**config.mk**
```make
export PLATFORM = sky130hd
export DESIGN_NAME = zero_crossing_frequency_meter
export DESIGN_NICKNAME = d
export VERILOG_FILES = /design/src/rtl/zcfm_pkg.sv /design/src/rtl/zcfm_digit_out.sv /design/src/rtl/zero_crossing_frequency_meter.sv
export SDC_FILE = /design/constraint.sdc
export NUM_CORES = 1
export LEC_CHECK = 0
export BUFFER_PORTS_ARGS = -buffer_cell sky130_fd_sc_hd__buf_4
export CAP_MARGIN = 10
export CORE_MARGIN = 4
export CORE_UTILIZATION = 54
export DETAILED_ROUTE_END_ITERATION = 12
export HOLD_SLACK_MARGIN = 0.02
export PLACE_DENSITY_LB_ADDON = 0.2
export SYNTH_ARGS = -nofsm -noshare
export SYNTH_HDL_FRONTEND = slang
export SYNTH_SLANG_ARGS = --single-unit
```
**constraint.sdc**
```tcl
create_clock -name clk -period 8.25 [get_ports clk]
set_input_delay 2.0625 -clock clk [delete_from_list [all_inputs] [get_ports clk]]
set_output_delay 2.0625 -clock clk [all_outputs]
set_load 0.02 [all_outputs]
```
**src/rtl/zcfm_pkg.sv**
```systemverilog
`timescale 1ns / 1ps
`default_nettype none

package zcfm_pkg;

    // field widths
    localparam int SampleW  = 16;
    localparam int WinLenW  = 11;
    localparam int IndexW   = 10;
    localparam int CountW   = 10;
    localparam int CyclesW  = 9;
    localparam int SegW     = 8;
    localparam int PlaceW   = 2;
    localparam int DigitW   = 4;
    localparam int OutDataW = 24;
    localparam int CfgIdxW  = 1;
    localparam int CfgDataW = 16;

    // register reset values and window limits
    localparam logic [SampleW-1:0] ThresholdReset = 16'd19661;
    localparam logic [WinLenW-1:0] WinLenReset    = 11'd512;
    localparam logic [WinLenW-1:0] WinLenMax      = 11'd1024;
    localparam logic [WinLenW-1:0] WinLenMin      = 11'd1;

    // configuration register indexes
    localparam logic [CfgIdxW-1:0] REG_THRESHOLD = 1'd0;
    localparam logic [CfgIdxW-1:0] REG_WIN_LEN   = 1'd1;

    // digit place codes
    localparam logic [PlaceW-1:0] PLACE_HUNDREDS = 2'd0;
    localparam logic [PlaceW-1:0] PLACE_TENS     = 2'd1;
    localparam logic [PlaceW-1:0] PLACE_ONES     = 2'd2;

    localparam logic [SegW-1:0] SegDecimalPoint = 8'h80;

    // finished window handed to the display stage
    typedef struct packed {
        logic               valid;
        logic [CyclesW-1:0] cycles;
    } zcfm_win_t;

    // seven-segment pattern of one decimal digit
    function automatic logic [SegW-1:0] seg_code(input logic [DigitW-1:0] digit);
        logic [SegW-1:0] code;
        unique case (digit)
            4'd0:    code = 8'h3F;
            4'd1:    code = 8'h06;
            4'd2:    code = 8'h5B;
            4'd3:    code = 8'h4F;
            4'd4:    code = 8'h66;
            4'd5:    code = 8'h6D;
            4'd6:    code = 8'h7D;
            4'd7:    code = 8'h07;
            4'd8:    code = 8'h7F;
            4'd9:    code = 8'h6F;
            default: code = 8'h00;
        endcase
        return code;
    endfunction

endpackage

`default_nettype wire

```
**src/rtl/zcfm_digit_out.sv**
```systemverilog
`timescale 1ns / 1ps
`default_nettype none

module zcfm_digit_out (
    input  wire logic                            clk,
    input  wire logic                            rst_n,
    input  wire zcfm_pkg::zcfm_win_t             win,
    output logic                                 take,
    output logic                                 m_tvalid,
    input  wire logic                            m_tready,
    // segments [7:0], digit_place [9:8], cycles [18:10], zero [23:19]
    output logic [zcfm_pkg::OutDataW-1:0]        m_tdata,
    output logic                                 m_tlast
);
    import zcfm_pkg::*;

    logic                 act_valid_reg, act_valid_next;
    logic [PlaceW-1:0]    place_reg, place_next;
    logic [CyclesW-1:0]   cycles_reg, cycles_next;
    logic [DigitW-1:0]    hund_reg, hund_next;
    logic [DigitW-1:0]    tens_reg, tens_next;
    logic [DigitW-1:0]    ones_reg, ones_next;

    logic                 xfer;
    logic                 done_last;
    logic [14:0]          hund_prod;
    logic [2:0]           hund_dig;
    logic [CyclesW-1:0]   hund_rem;
    logic [14:0]          tens_prod;
    logic [DigitW-1:0]    tens_dig;
    logic [6:0]           tens_rem;
    logic [6:0]           ones_wide;
    logic [DigitW-1:0]    cur_digit;
    logic [SegW-1:0]      seg;

    // decimal split by reciprocal multiplies, exact for values below 512
    always_comb
    begin
        hund_prod = 15'(win.cycles) * 15'd41;
        hund_dig  = hund_prod[14:12];
        hund_rem  = win.cycles - CyclesW'(hund_dig) * CyclesW'(100);
        tens_rem  = hund_rem[6:0];
        tens_prod = 15'(tens_rem) * 15'd205;
        tens_dig  = tens_prod[14:11];
        ones_wide = tens_rem - 7'(tens_dig) * 7'd10;
    end

    assign xfer      = act_valid_reg && m_tready;
    assign done_last = xfer && (place_reg == PLACE_ONES);
    assign take      = win.valid && (!act_valid_reg || done_last);

    // sequencing of the three digit transfers
    always_comb
    begin
        act_valid_next = act_valid_reg;
        place_next     = place_reg;
        cycles_next    = cycles_reg;
        hund_next      = hund_reg;
        tens_next      = tens_reg;
        ones_next      = ones_reg;
        if (take)
        begin
            act_valid_next = 1'b1;
            place_next     = PLACE_HUNDREDS;
            cycles_next    = win.cycles;
            hund_next      = DigitW'(hund_dig);
            tens_next      = tens_dig;
            ones_next      = ones_wide[DigitW-1:0];
        end
        else if (done_last)
        begin
            act_valid_next = 1'b0;
        end
        else if (xfer)
        begin
            place_next = place_reg + PlaceW'(1);
        end
    end

    always_ff @(posedge clk or negedge rst_n)
    begin
        if (!rst_n)
        begin
            act_valid_reg <= 1'b0;
            place_reg     <= PLACE_HUNDREDS;
        end
        else
        begin
            act_valid_reg <= act_valid_next;
            place_reg     <= place_next;
        end
    end

    always_ff @(posedge clk)
    begin
        cycles_reg <= cycles_next;
        hund_reg   <= hund_next;
        tens_reg   <= tens_next;
        ones_reg   <= ones_next;
    end

    // pattern for the digit on show
    always_comb
    begin
        unique case (place_reg)
            PLACE_HUNDREDS: cur_digit = hund_reg;
            PLACE_TENS:     cur_digit = tens_reg;
            PLACE_ONES:     cur_digit = ones_reg;
            default:        cur_digit = ones_reg;
        endcase
        seg = seg_code(cur_digit);
        if (place_reg == PLACE_ONES)
        begin
            seg = seg | SegDecimalPoint;
        end
    end

    assign m_tvalid = act_valid_reg;
    assign m_tlast  = (place_reg == PLACE_ONES);
    assign m_tdata  = {5'd0, cycles_reg, place_reg, seg};

    // a loaded window starts on the hundreds digit
    a_load_start: assert property (@(posedge clk) disable iff (!rst_n)
        take |=> (act_valid_reg && place_reg == PLACE_HUNDREDS))
        else $error("loaded window does not start on hundreds");

    // digits on show are decimal
    a_digits_dec: assert property (@(posedge clk) disable iff (!rst_n)
        act_valid_reg |-> (hund_reg < 4'd10 && tens_reg < 4'd10 && ones_reg < 4'd10))
        else $error("digit out of decimal range");

    // place never goes past ones while active
    a_place_range: assert property (@(posedge clk) disable iff (!rst_n)
        act_valid_reg |-> (place_reg == PLACE_HUNDREDS || place_reg == PLACE_TENS ||
                           place_reg == PLACE_ONES))
        else $error("digit place out of range");

endmodule

`default_nettype wire

```
**src/rtl/zero_crossing_frequency_meter.sv**
```systemverilog
`timescale 1ns / 1ps
`default_nettype none

// Zero-crossing frequency meter. Takes one 16-bit unsigned sample per clock
// on the s_ side while s_tready is high and counts threshold crossings over
// windows of window_length samples (low 11 bits kept; 0 and 1 act as 1,
// above 1024 acts as 1024). At the end of each window it sends three
// transfers on the m_ side, one per cycle while m_tready is high: hundreds,
// tens and ones seven-segment codes of half the crossing count, the ones
// code with its decimal point and tlast set. A finished window waits in a
// one-entry holding register while the previous one is shown; s_tready
// drops only when that register is full and is not handed to the digit
// output in the same cycle, so with m_tready high, windows of three or more
// samples run at one sample per cycle; shorter ones wait on digit output.
// Write threshold and window_length only while the block is idle.
module zero_crossing_frequency_meter (
    input  wire logic                          clk,
    input  wire logic                          rst_n,
    input  wire logic                          cfg_we,
    input  wire logic [zcfm_pkg::CfgIdxW-1:0]  cfg_index,
    input  wire logic [zcfm_pkg::CfgDataW-1:0] cfg_data,
    input  wire logic                          s_tvalid,
    output logic                               s_tready,
    // sample [15:0]
    input  wire logic [zcfm_pkg::SampleW-1:0]  s_tdata,
    output logic                               m_tvalid,
    input  wire logic                          m_tready,
    // segments [7:0], digit_place [9:8], cycles [18:10], zero [23:19]
    output logic [zcfm_pkg::OutDataW-1:0]      m_tdata,
    output logic                               m_tlast
);
    import zcfm_pkg::*;

    logic [SampleW-1:0]  threshold_reg;
    logic [WinLenW-1:0]  win_len_reg;
    logic                level_reg, level_next;
    logic [CountW-1:0]   count_reg, count_next;
    logic [IndexW-1:0]   index_reg, index_next;
    logic                pend_valid_reg, pend_valid_next;
    logic [CyclesW-1:0]  pend_cycles_reg, pend_cycles_next;

    logic                accept;
    logic                above, below;
    logic [WinLenW-1:0]  eff_len;
    logic [WinLenW-1:0]  index_inc;
    logic                win_end;
    logic                take;
    logic                lvl_upd;
    logic [CountW-1:0]   cnt_upd;
    zcfm_win_t           win;

    // configuration writes
    always_ff @(posedge clk or negedge rst_n)
    begin
        if (!rst_n)
        begin
            threshold_reg <= ThresholdReset;
            win_len_reg   <= WinLenReset;
        end
        else if (cfg_we)
        begin
            unique case (cfg_index)
                REG_THRESHOLD: threshold_reg <= cfg_data;
                REG_WIN_LEN:   win_len_reg   <= cfg_data[WinLenW-1:0];
                default:       ;
            endcase
        end
    end

    assign accept = s_tvalid && s_tready;
    assign above  = s_tdata > threshold_reg;
    assign below  = s_tdata < threshold_reg;

    // clamped window length and end of window
    always_comb
    begin
        eff_len = win_len_reg;
        if (win_len_reg < WinLenMin)
        begin
            eff_len = WinLenMin;
        end
        else if (win_len_reg > WinLenMax)
        begin
            eff_len = WinLenMax;
        end
        index_inc = WinLenW'(index_reg) + WinLenW'(1);
        win_end   = index_inc >= eff_len;
    end

    // level flag and crossing count for this sample
    always_comb
    begin
        lvl_upd = level_reg;
        cnt_upd = count_reg;
        priority if (index_reg == '0)
        begin
            lvl_upd = above;
            cnt_upd = '0;
        end
        else if (level_reg && below)
        begin
            lvl_upd = 1'b0;
            cnt_upd = count_reg + CountW'(1);
        end
        else if (!level_reg && above)
        begin
            lvl_upd = 1'b1;
            cnt_upd = count_reg + CountW'(1);
        end
    end

    // window state and holding register
    always_comb
    begin
        level_next       = level_reg;
        count_next       = count_reg;
        index_next       = index_reg;
        pend_valid_next  = pend_valid_reg && !take;
        pend_cycles_next = pend_cycles_reg;
        if (accept)
        begin
            level_next = lvl_upd;
            if (win_end)
            begin
                count_next       = '0;
                index_next       = '0;
                pend_valid_next  = 1'b1;
                pend_cycles_next = cnt_upd[CountW-1:1];
            end
            else
            begin
                count_next = cnt_upd;
                index_next = index_inc[IndexW-1:0];
            end
        end
    end

    always_ff @(posedge clk or negedge rst_n)
    begin
        if (!rst_n)
        begin
            level_reg      <= 1'b0;
            count_reg      <= '0;
            index_reg      <= '0;
            pend_valid_reg <= 1'b0;
        end
        else
        begin
            level_reg      <= level_next;
            count_reg      <= count_next;
            index_reg      <= index_next;
            pend_valid_reg <= pend_valid_next;
        end
    end

    always_ff @(posedge clk)
    begin
        pend_cycles_reg <= pend_cycles_next;
    end

    // holding register frees up in the cycle its window is taken
    assign s_tready   = !pend_valid_reg || take;
    assign win.valid  = pend_valid_reg;
    assign win.cycles = pend_cycles_reg;

    zcfm_digit_out u_digit_out (
        .clk      (clk),
        .rst_n    (rst_n),
        .win      (win),
        .take     (take),
        .m_tvalid (m_tvalid),
        .m_tready (m_tready),
        .m_tdata  (m_tdata),
        .m_tlast  (m_tlast)
    );

    // a window end always leaves a finished window waiting
    a_win_pend: assert property (@(posedge clk) disable iff (!rst_n)
        (accept && win_end) |=> pend_valid_reg)
        else $error("window end lost");

    // at most one crossing per sample
    a_count_bound: assert property (@(posedge clk) disable iff (!rst_n)
        count_reg <= index_reg)
        else $error("crossing count exceeds sample index");

    // state holds without a transfer
    a_state_hold: assert property (@(posedge clk) disable iff (!rst_n)
        !accept |=> ($stable(index_reg) && $stable(count_reg) && $stable(level_reg)))
        else $error("window state moved without a transfer");

endmodule

`default_nettype wire

```
* Yosys cells after proc, flatten, opt, wreduce, memory -nomap -nowiden *
Memory sizes are Yosys's and may differ from the RTL's.
Cells that the tools add are included.

cells by class
  $add $sub $neg = 5
  multiply operators = 4
  $lt $le $gt $ge = 5
  equal/unequal tests = 3
  mux-type cells = 19
  bitwise operators = 1
  reduce and logical (&&, ||, !) cells = 25

operators with widths
  kind                   number
  $mux 10                5
  $mux 11                2
  $gt 16x16->1           1
  $lt 16x16->1           1
  $mul 7x8->15 const B   1
  $mul 9x6->15 const B   1
  $reduce_and 2->1       6
  $add 10x1->11 const B  1
  $ge 11x11->1           1
  $gt 11x11->1 const B   1
  $lt 11x1->1 const B    1
  $add 10x1->10 const B  1
  $logic_not 10->1       1
  $mux 8                 1
  $pmux 4 s2             1
  $logic_and 1x1->1      7
  $mux 1                 7
  $sub 7x7->7            1
  $mux 2                 3
  $mul 3x5->5 const B    1
  $logic_not 1->1        4
  $mul 4x3->3 const B    1
  $reduce_bool 2->1      2
  $reduce_bool 4->1      1
  other kinds (9)        10

storage, ports and cells
  register bits after elaboration = 81
  bits in read-only memories = 112
  input port bits = 38
  output and inout bits = 27
  word-level logic and storage cells = 77
  memories kept = 1

memories
  memory            depth  bits a word  rd ports  clocked after memory_dff  wr ports  RTL line        source
  (name not given)  16     7            1         0                         0         zcfm_pkg.sv:45  unique case (digit)

* Logic depth before layout (Yosys ltp) *
  word-level depth = 8
  depth in mapped cells = 37
  mapped depth without buffers = 37

* By module *
From an unflattened synthesis, not the netlist that was laid out.

second synthesis, totals
  cell total of the unflattened synthesis = 635
  area, all modules = 6393.6 um^2

modules (own cells, without submodules)
  module                         instances  cells an instance  area an instance (um^2)  sequential area each (um^2)
  zero_crossing_frequency_meter  1          349                3490.8                   1507.7
  zcfm_digit_out                 1          286                2902.8                   645.6

* Worst setup path before layout *
Ideal clock, no wire load.

  path kind = reg2reg
  from = register pend_cycles_reg[4]
  to = register u_digit_out.ones_reg[3] (data pin)
  library setup time = 262 ps
  arrival = 7745 ps
  required time = 7988 ps
  slack = 244 ps
  cell stages (with the launch flop) = 35
  path buffers = 0
  period minus slack after synthesis = 8006 ps
  cells stage by stage = edfxtp_1 > ha_1 > fa_1 > ha_1 > ha_1 > a21oi_1 > o211ai_1 > a31o_2 > a21oi_1 > xor2_1 > inv_1 > ha_1 > fa_1 > inv_1 > maj3_1 > a21oi_1 > xnor2_1 > ha_1 > ha_1 > fa_1 > inv_1 > fa_1 > inv_1 > ha_1 > a21o_1 > a21o_1 > a221o_1 > a21oi_1 > nor2b_1 > nor3_1 > nor2_1 > fa_1 > xnor2_1 > xnor2_1 > xnor2_1

on the way
  word-level cells in the longest chain between the ends = 6

ends and longest elaborated chain
  element                        RTL line                              source
  start: declaration             zero_crossing_frequency_meter.sv:40   logic [CyclesW-1:0] pend_cycles_reg, pend_cycles_next;
  start signal: assignment       zero_crossing_frequency_meter.sv:158  pend_cycles_reg <= pend_cycles_next;
  $mul 9x6->15                   zcfm_digit_out.sv:39                  hund_prod = 15'(win.cycles) * 15'd41;
  net u_digit_out.hund_prod[12]  zcfm_digit_out.sv:26                  logic [14:0] hund_prod;
  $mul 3x5->5                    zcfm_digit_out.sv:41                  hund_rem = win.cycles - CyclesW'(hund_dig) * CyclesW'(100);
  $sub 7x7->7                    zcfm_digit_out.sv:41
  $mul 7x8->15                   zcfm_digit_out.sv:43                  tens_prod = 15'(tens_rem) * 15'd205;
  net u_digit_out.tens_prod[12]  zcfm_digit_out.sv:29                  logic [14:0] tens_prod;
  $mul 4x3->3                    zcfm_digit_out.sv:45                  ones_wide = tens_rem - 7'(tens_dig) * 7'd10;
  $sub 4x4->4                    zcfm_digit_out.sv:45
  net u_digit_out.ones_wide[3]   zcfm_digit_out.sv:32                  logic [6:0] ones_wide;
  end signal: assignment         zcfm_digit_out.sv:99                  ones_reg <= ones_next;
  end: declaration               zcfm_digit_out.sv:22                  logic [DigitW-1:0] ones_reg, ones_next;

The timed path passes the listed nets, and every way through them passes these cells.
A chain may end at the register's enable or synchronous reset.

* Final worst setup path *
  from = register pend_cycles_reg[3]
  to = register u_digit_out.ones_reg[3] (data pin)

The elaborated chain is that of the path after synthesis.

==> results_dict.tcl <==
set metrics [dict create \
    outcome "finished, final reports clean" \
    setup_slack_ns 0.0239 \
    cp_max_fo 4 \
    start_util 0.555 \
    arrival_ns 8.31 \
    slowest_stage "fa_1" \
    setup_violations 0 \
    vias 4731 \
    hold_path_class "reg -> reg" \
    preCtsSetupSlack_ns -0.210 \
    layout.nets 852 \
    synth_edf_count 28 \
    cts_tree "done" \
    cts.sinks 80 \
    grt_max_degree 53 \
    gp_congestion 0.855 \
    slew_violations 0 \
    tightest_slew_ns 0.777 \
    core_um2 10900 \
    clk_latency_ns 0.34 \
    grt_pass1_wl_mm 21.6 \
    cp-start-kind "flip-flop" \
    min_period_ns 8.23 \
    dr.pass1.iters 5 \
    end_kind "flip-flop" \
    netlist_area_um2 6070 \
    slowest_delay_ns 0.49 \
    overflow 0 \
    drive_gt1_frac 0.234 \
    dpl_cell_area_um2 6720 \
    async_reset_ff_frac 0.650 \
    synth_cell_type_count 56 \
    synth_common_cells "105 x ha_1, 71 x nand2_1, 59 x inv_1" \
    area_growth_pct 19.7 \
    dieArea_um2 13000 \
    finalHoldViolCount 0 \
    rows 38 \
    fin_skew_ns 0.00649 \
    via_per_inst 5.63 \
    grt_pass1_vias 4585 \
    finalCritPeriodShare 0.997 \
    wl_per_cell_um 16.1 \
    antenna_left 0 \
    drc 0 \
    ios 65 \
    final_area_um2 7270 \
    max_freq_ghz 0.122 \
    cts_htree_levels 3 \
    clkTransAtPathRegs_ns 0.06 \
    netlist.area_leader.share 0.216 \
    max_cap_viol_count 0 \
    antenna_found_initial 0 \
    synth.most_common_cell "ha_1" \
    cts-root-buf "clkbuf_16" \
    clk_path_buf_depth 2 \
    critPathRequiredTime_ns 8.33 \
    drt_iter0_markers 261 \
    dpl.hpwl_mm 10.3 \
    numPortBuffers 59 \
    routed_wl_mm 13.6 \
    synth_warnings 0 \
    syn_inst 615 \
    cts_buffers 9 \
    largest_reg_flops 16 \
    synth.area.top_cells "ha_1 22%, dfrtp_1 18%, edfxtp_1 14%, nand2_1 4.4%, fa_1 4.3%" \
    max-slew-margin-rel 0.477 \
    die_h_um 114 \
    yosys.area.top_type "ha_1" \
    tns_ns 0 \
    grtUsageTotal 0.206 \
    antenna_cells 0 \
    ys_seq_elements 80 \
    path_class "reg -> reg" \
    die_w_um 114 \
    synth_top_flop_cell "dfrtp_1" \
    ys_seq_area_frac 0.355 \
    avgSynthCellArea_um2 9.87 \
]
-- logic make-up (layout without fill, tap and decap cells) --
group | Yosys count | count (layout) | synth area share
AOI/OAI and AO/OA | 128 | 128 | 0.136
other | 1 | 5 | 0.000618
adders and majority gates | 120 | 120 | 0.263
and+or+nand+nor | 165 | 165 | 0.125
DFF | 80 | 80 | 0.355
buffers and inverters | 80 | 162 | 0.0542
muxes | 14 | 14 | 0.0258
xor gates and xnor gates | 27 | 27 | 0.0414
-- cell type report --
cell class | instances | area, um2
Fill cell | 847 | 3670
Timing Repair Buffer | 85 | 642
Sequential cell | 80 | 2150
Clock buffer | 10 | 239
Tap cell | 140 | 175
Clock inverter | 6 | 48.8
Multi-Input combinational cell | 459 | 3780
Inverter | 61 | 231
-- routing by layer --
layer,vias to the layer above,wire length (um),track usage
met5,-,0,0
met4,0,267,0.0800
met3,23,645,0.0292
met2,118,6650,0.335
met1,2279,6020,0.281
li1,2311,-,-
-- per-stage QoR --
| stage | utilization | hold slack, ns | instances |
|---|---|---|---|
| 6_report | 0.665 | 0.495 | 841 |
| 5_1_grt | 0.665 | 0.520 | 841 |
| 4_1_cts | 0.642 | 0.499 | 831 |
| 3_5_place_dp | 0.614 | 0.485 | 814 |
| 3_3_place_gp | 0.614 | 0.475 | 814 |
| 2_1_floorplan | - | 0.462 | 619 |
-- placed cells by master (no fill, tap or decap), types with 7 or more instances in the layout --
cell	count
a21o_1	18
ha_1	96
nand3_1	19
o21ai_0	45
inv_1	58
buf_4	84
a22o_1	7
a21oi_1	20
mux2_2	13
clkbuf_16	9
dfrtp_1	43
dfstp_2	9
ha_4	8
fa_1	11
nand2_1	71
xnor2_1	17
nor2_1	28
edfxtp_1	28
-- worst max-delay path: cells and delay by family, from the launching register on --
kind,cells,cell delay (ns)
XOR/XNOR,7,1.08
buffers and inverters,8,0.64
AND/OR/NAND/NOR,2,0.20
flip-flops,1,0.43
adder cells (fa/ha/maj),12,3.98
AO/OA/AOI/OAI,8,1.63
-- timing repair --
item	CTS	global route
gates resized for setup	3	28
buffers inserted	1	10
pin swaps	3	15
endpoints found under the setup margin	1	2
hold buffers	0	0
endpoints found under the hold margin	0	0
gates cloned	0	0
-- worst paths after layout --
| path | start | endpoint | slack, ns | depth (start not counted) |
|---|---|---|---|---|
| worst max register to register | pend_cycles_reg[3] | u_digit_out.ones_reg[3] | 0.02 | 37 |
| worst min-delay path | level_reg | level_reg | 0.50 | 2 |
| worst min register to register | level_reg | level_reg | 0.50 | 2 |
| min in group asynchronous | rst_n | threshold_reg[5] | 1.75 | 1 |
| worst max-delay path | pend_cycles_reg[3] | u_digit_out.ones_reg[3] | 0.02 | 37 |
| max in group asynchronous | rst_n | count_reg[6] | 6.05 | 1 |
Power is not shown: default switching activity piles up to over one toggle a cycle in this logic, so the estimate is an artifact.
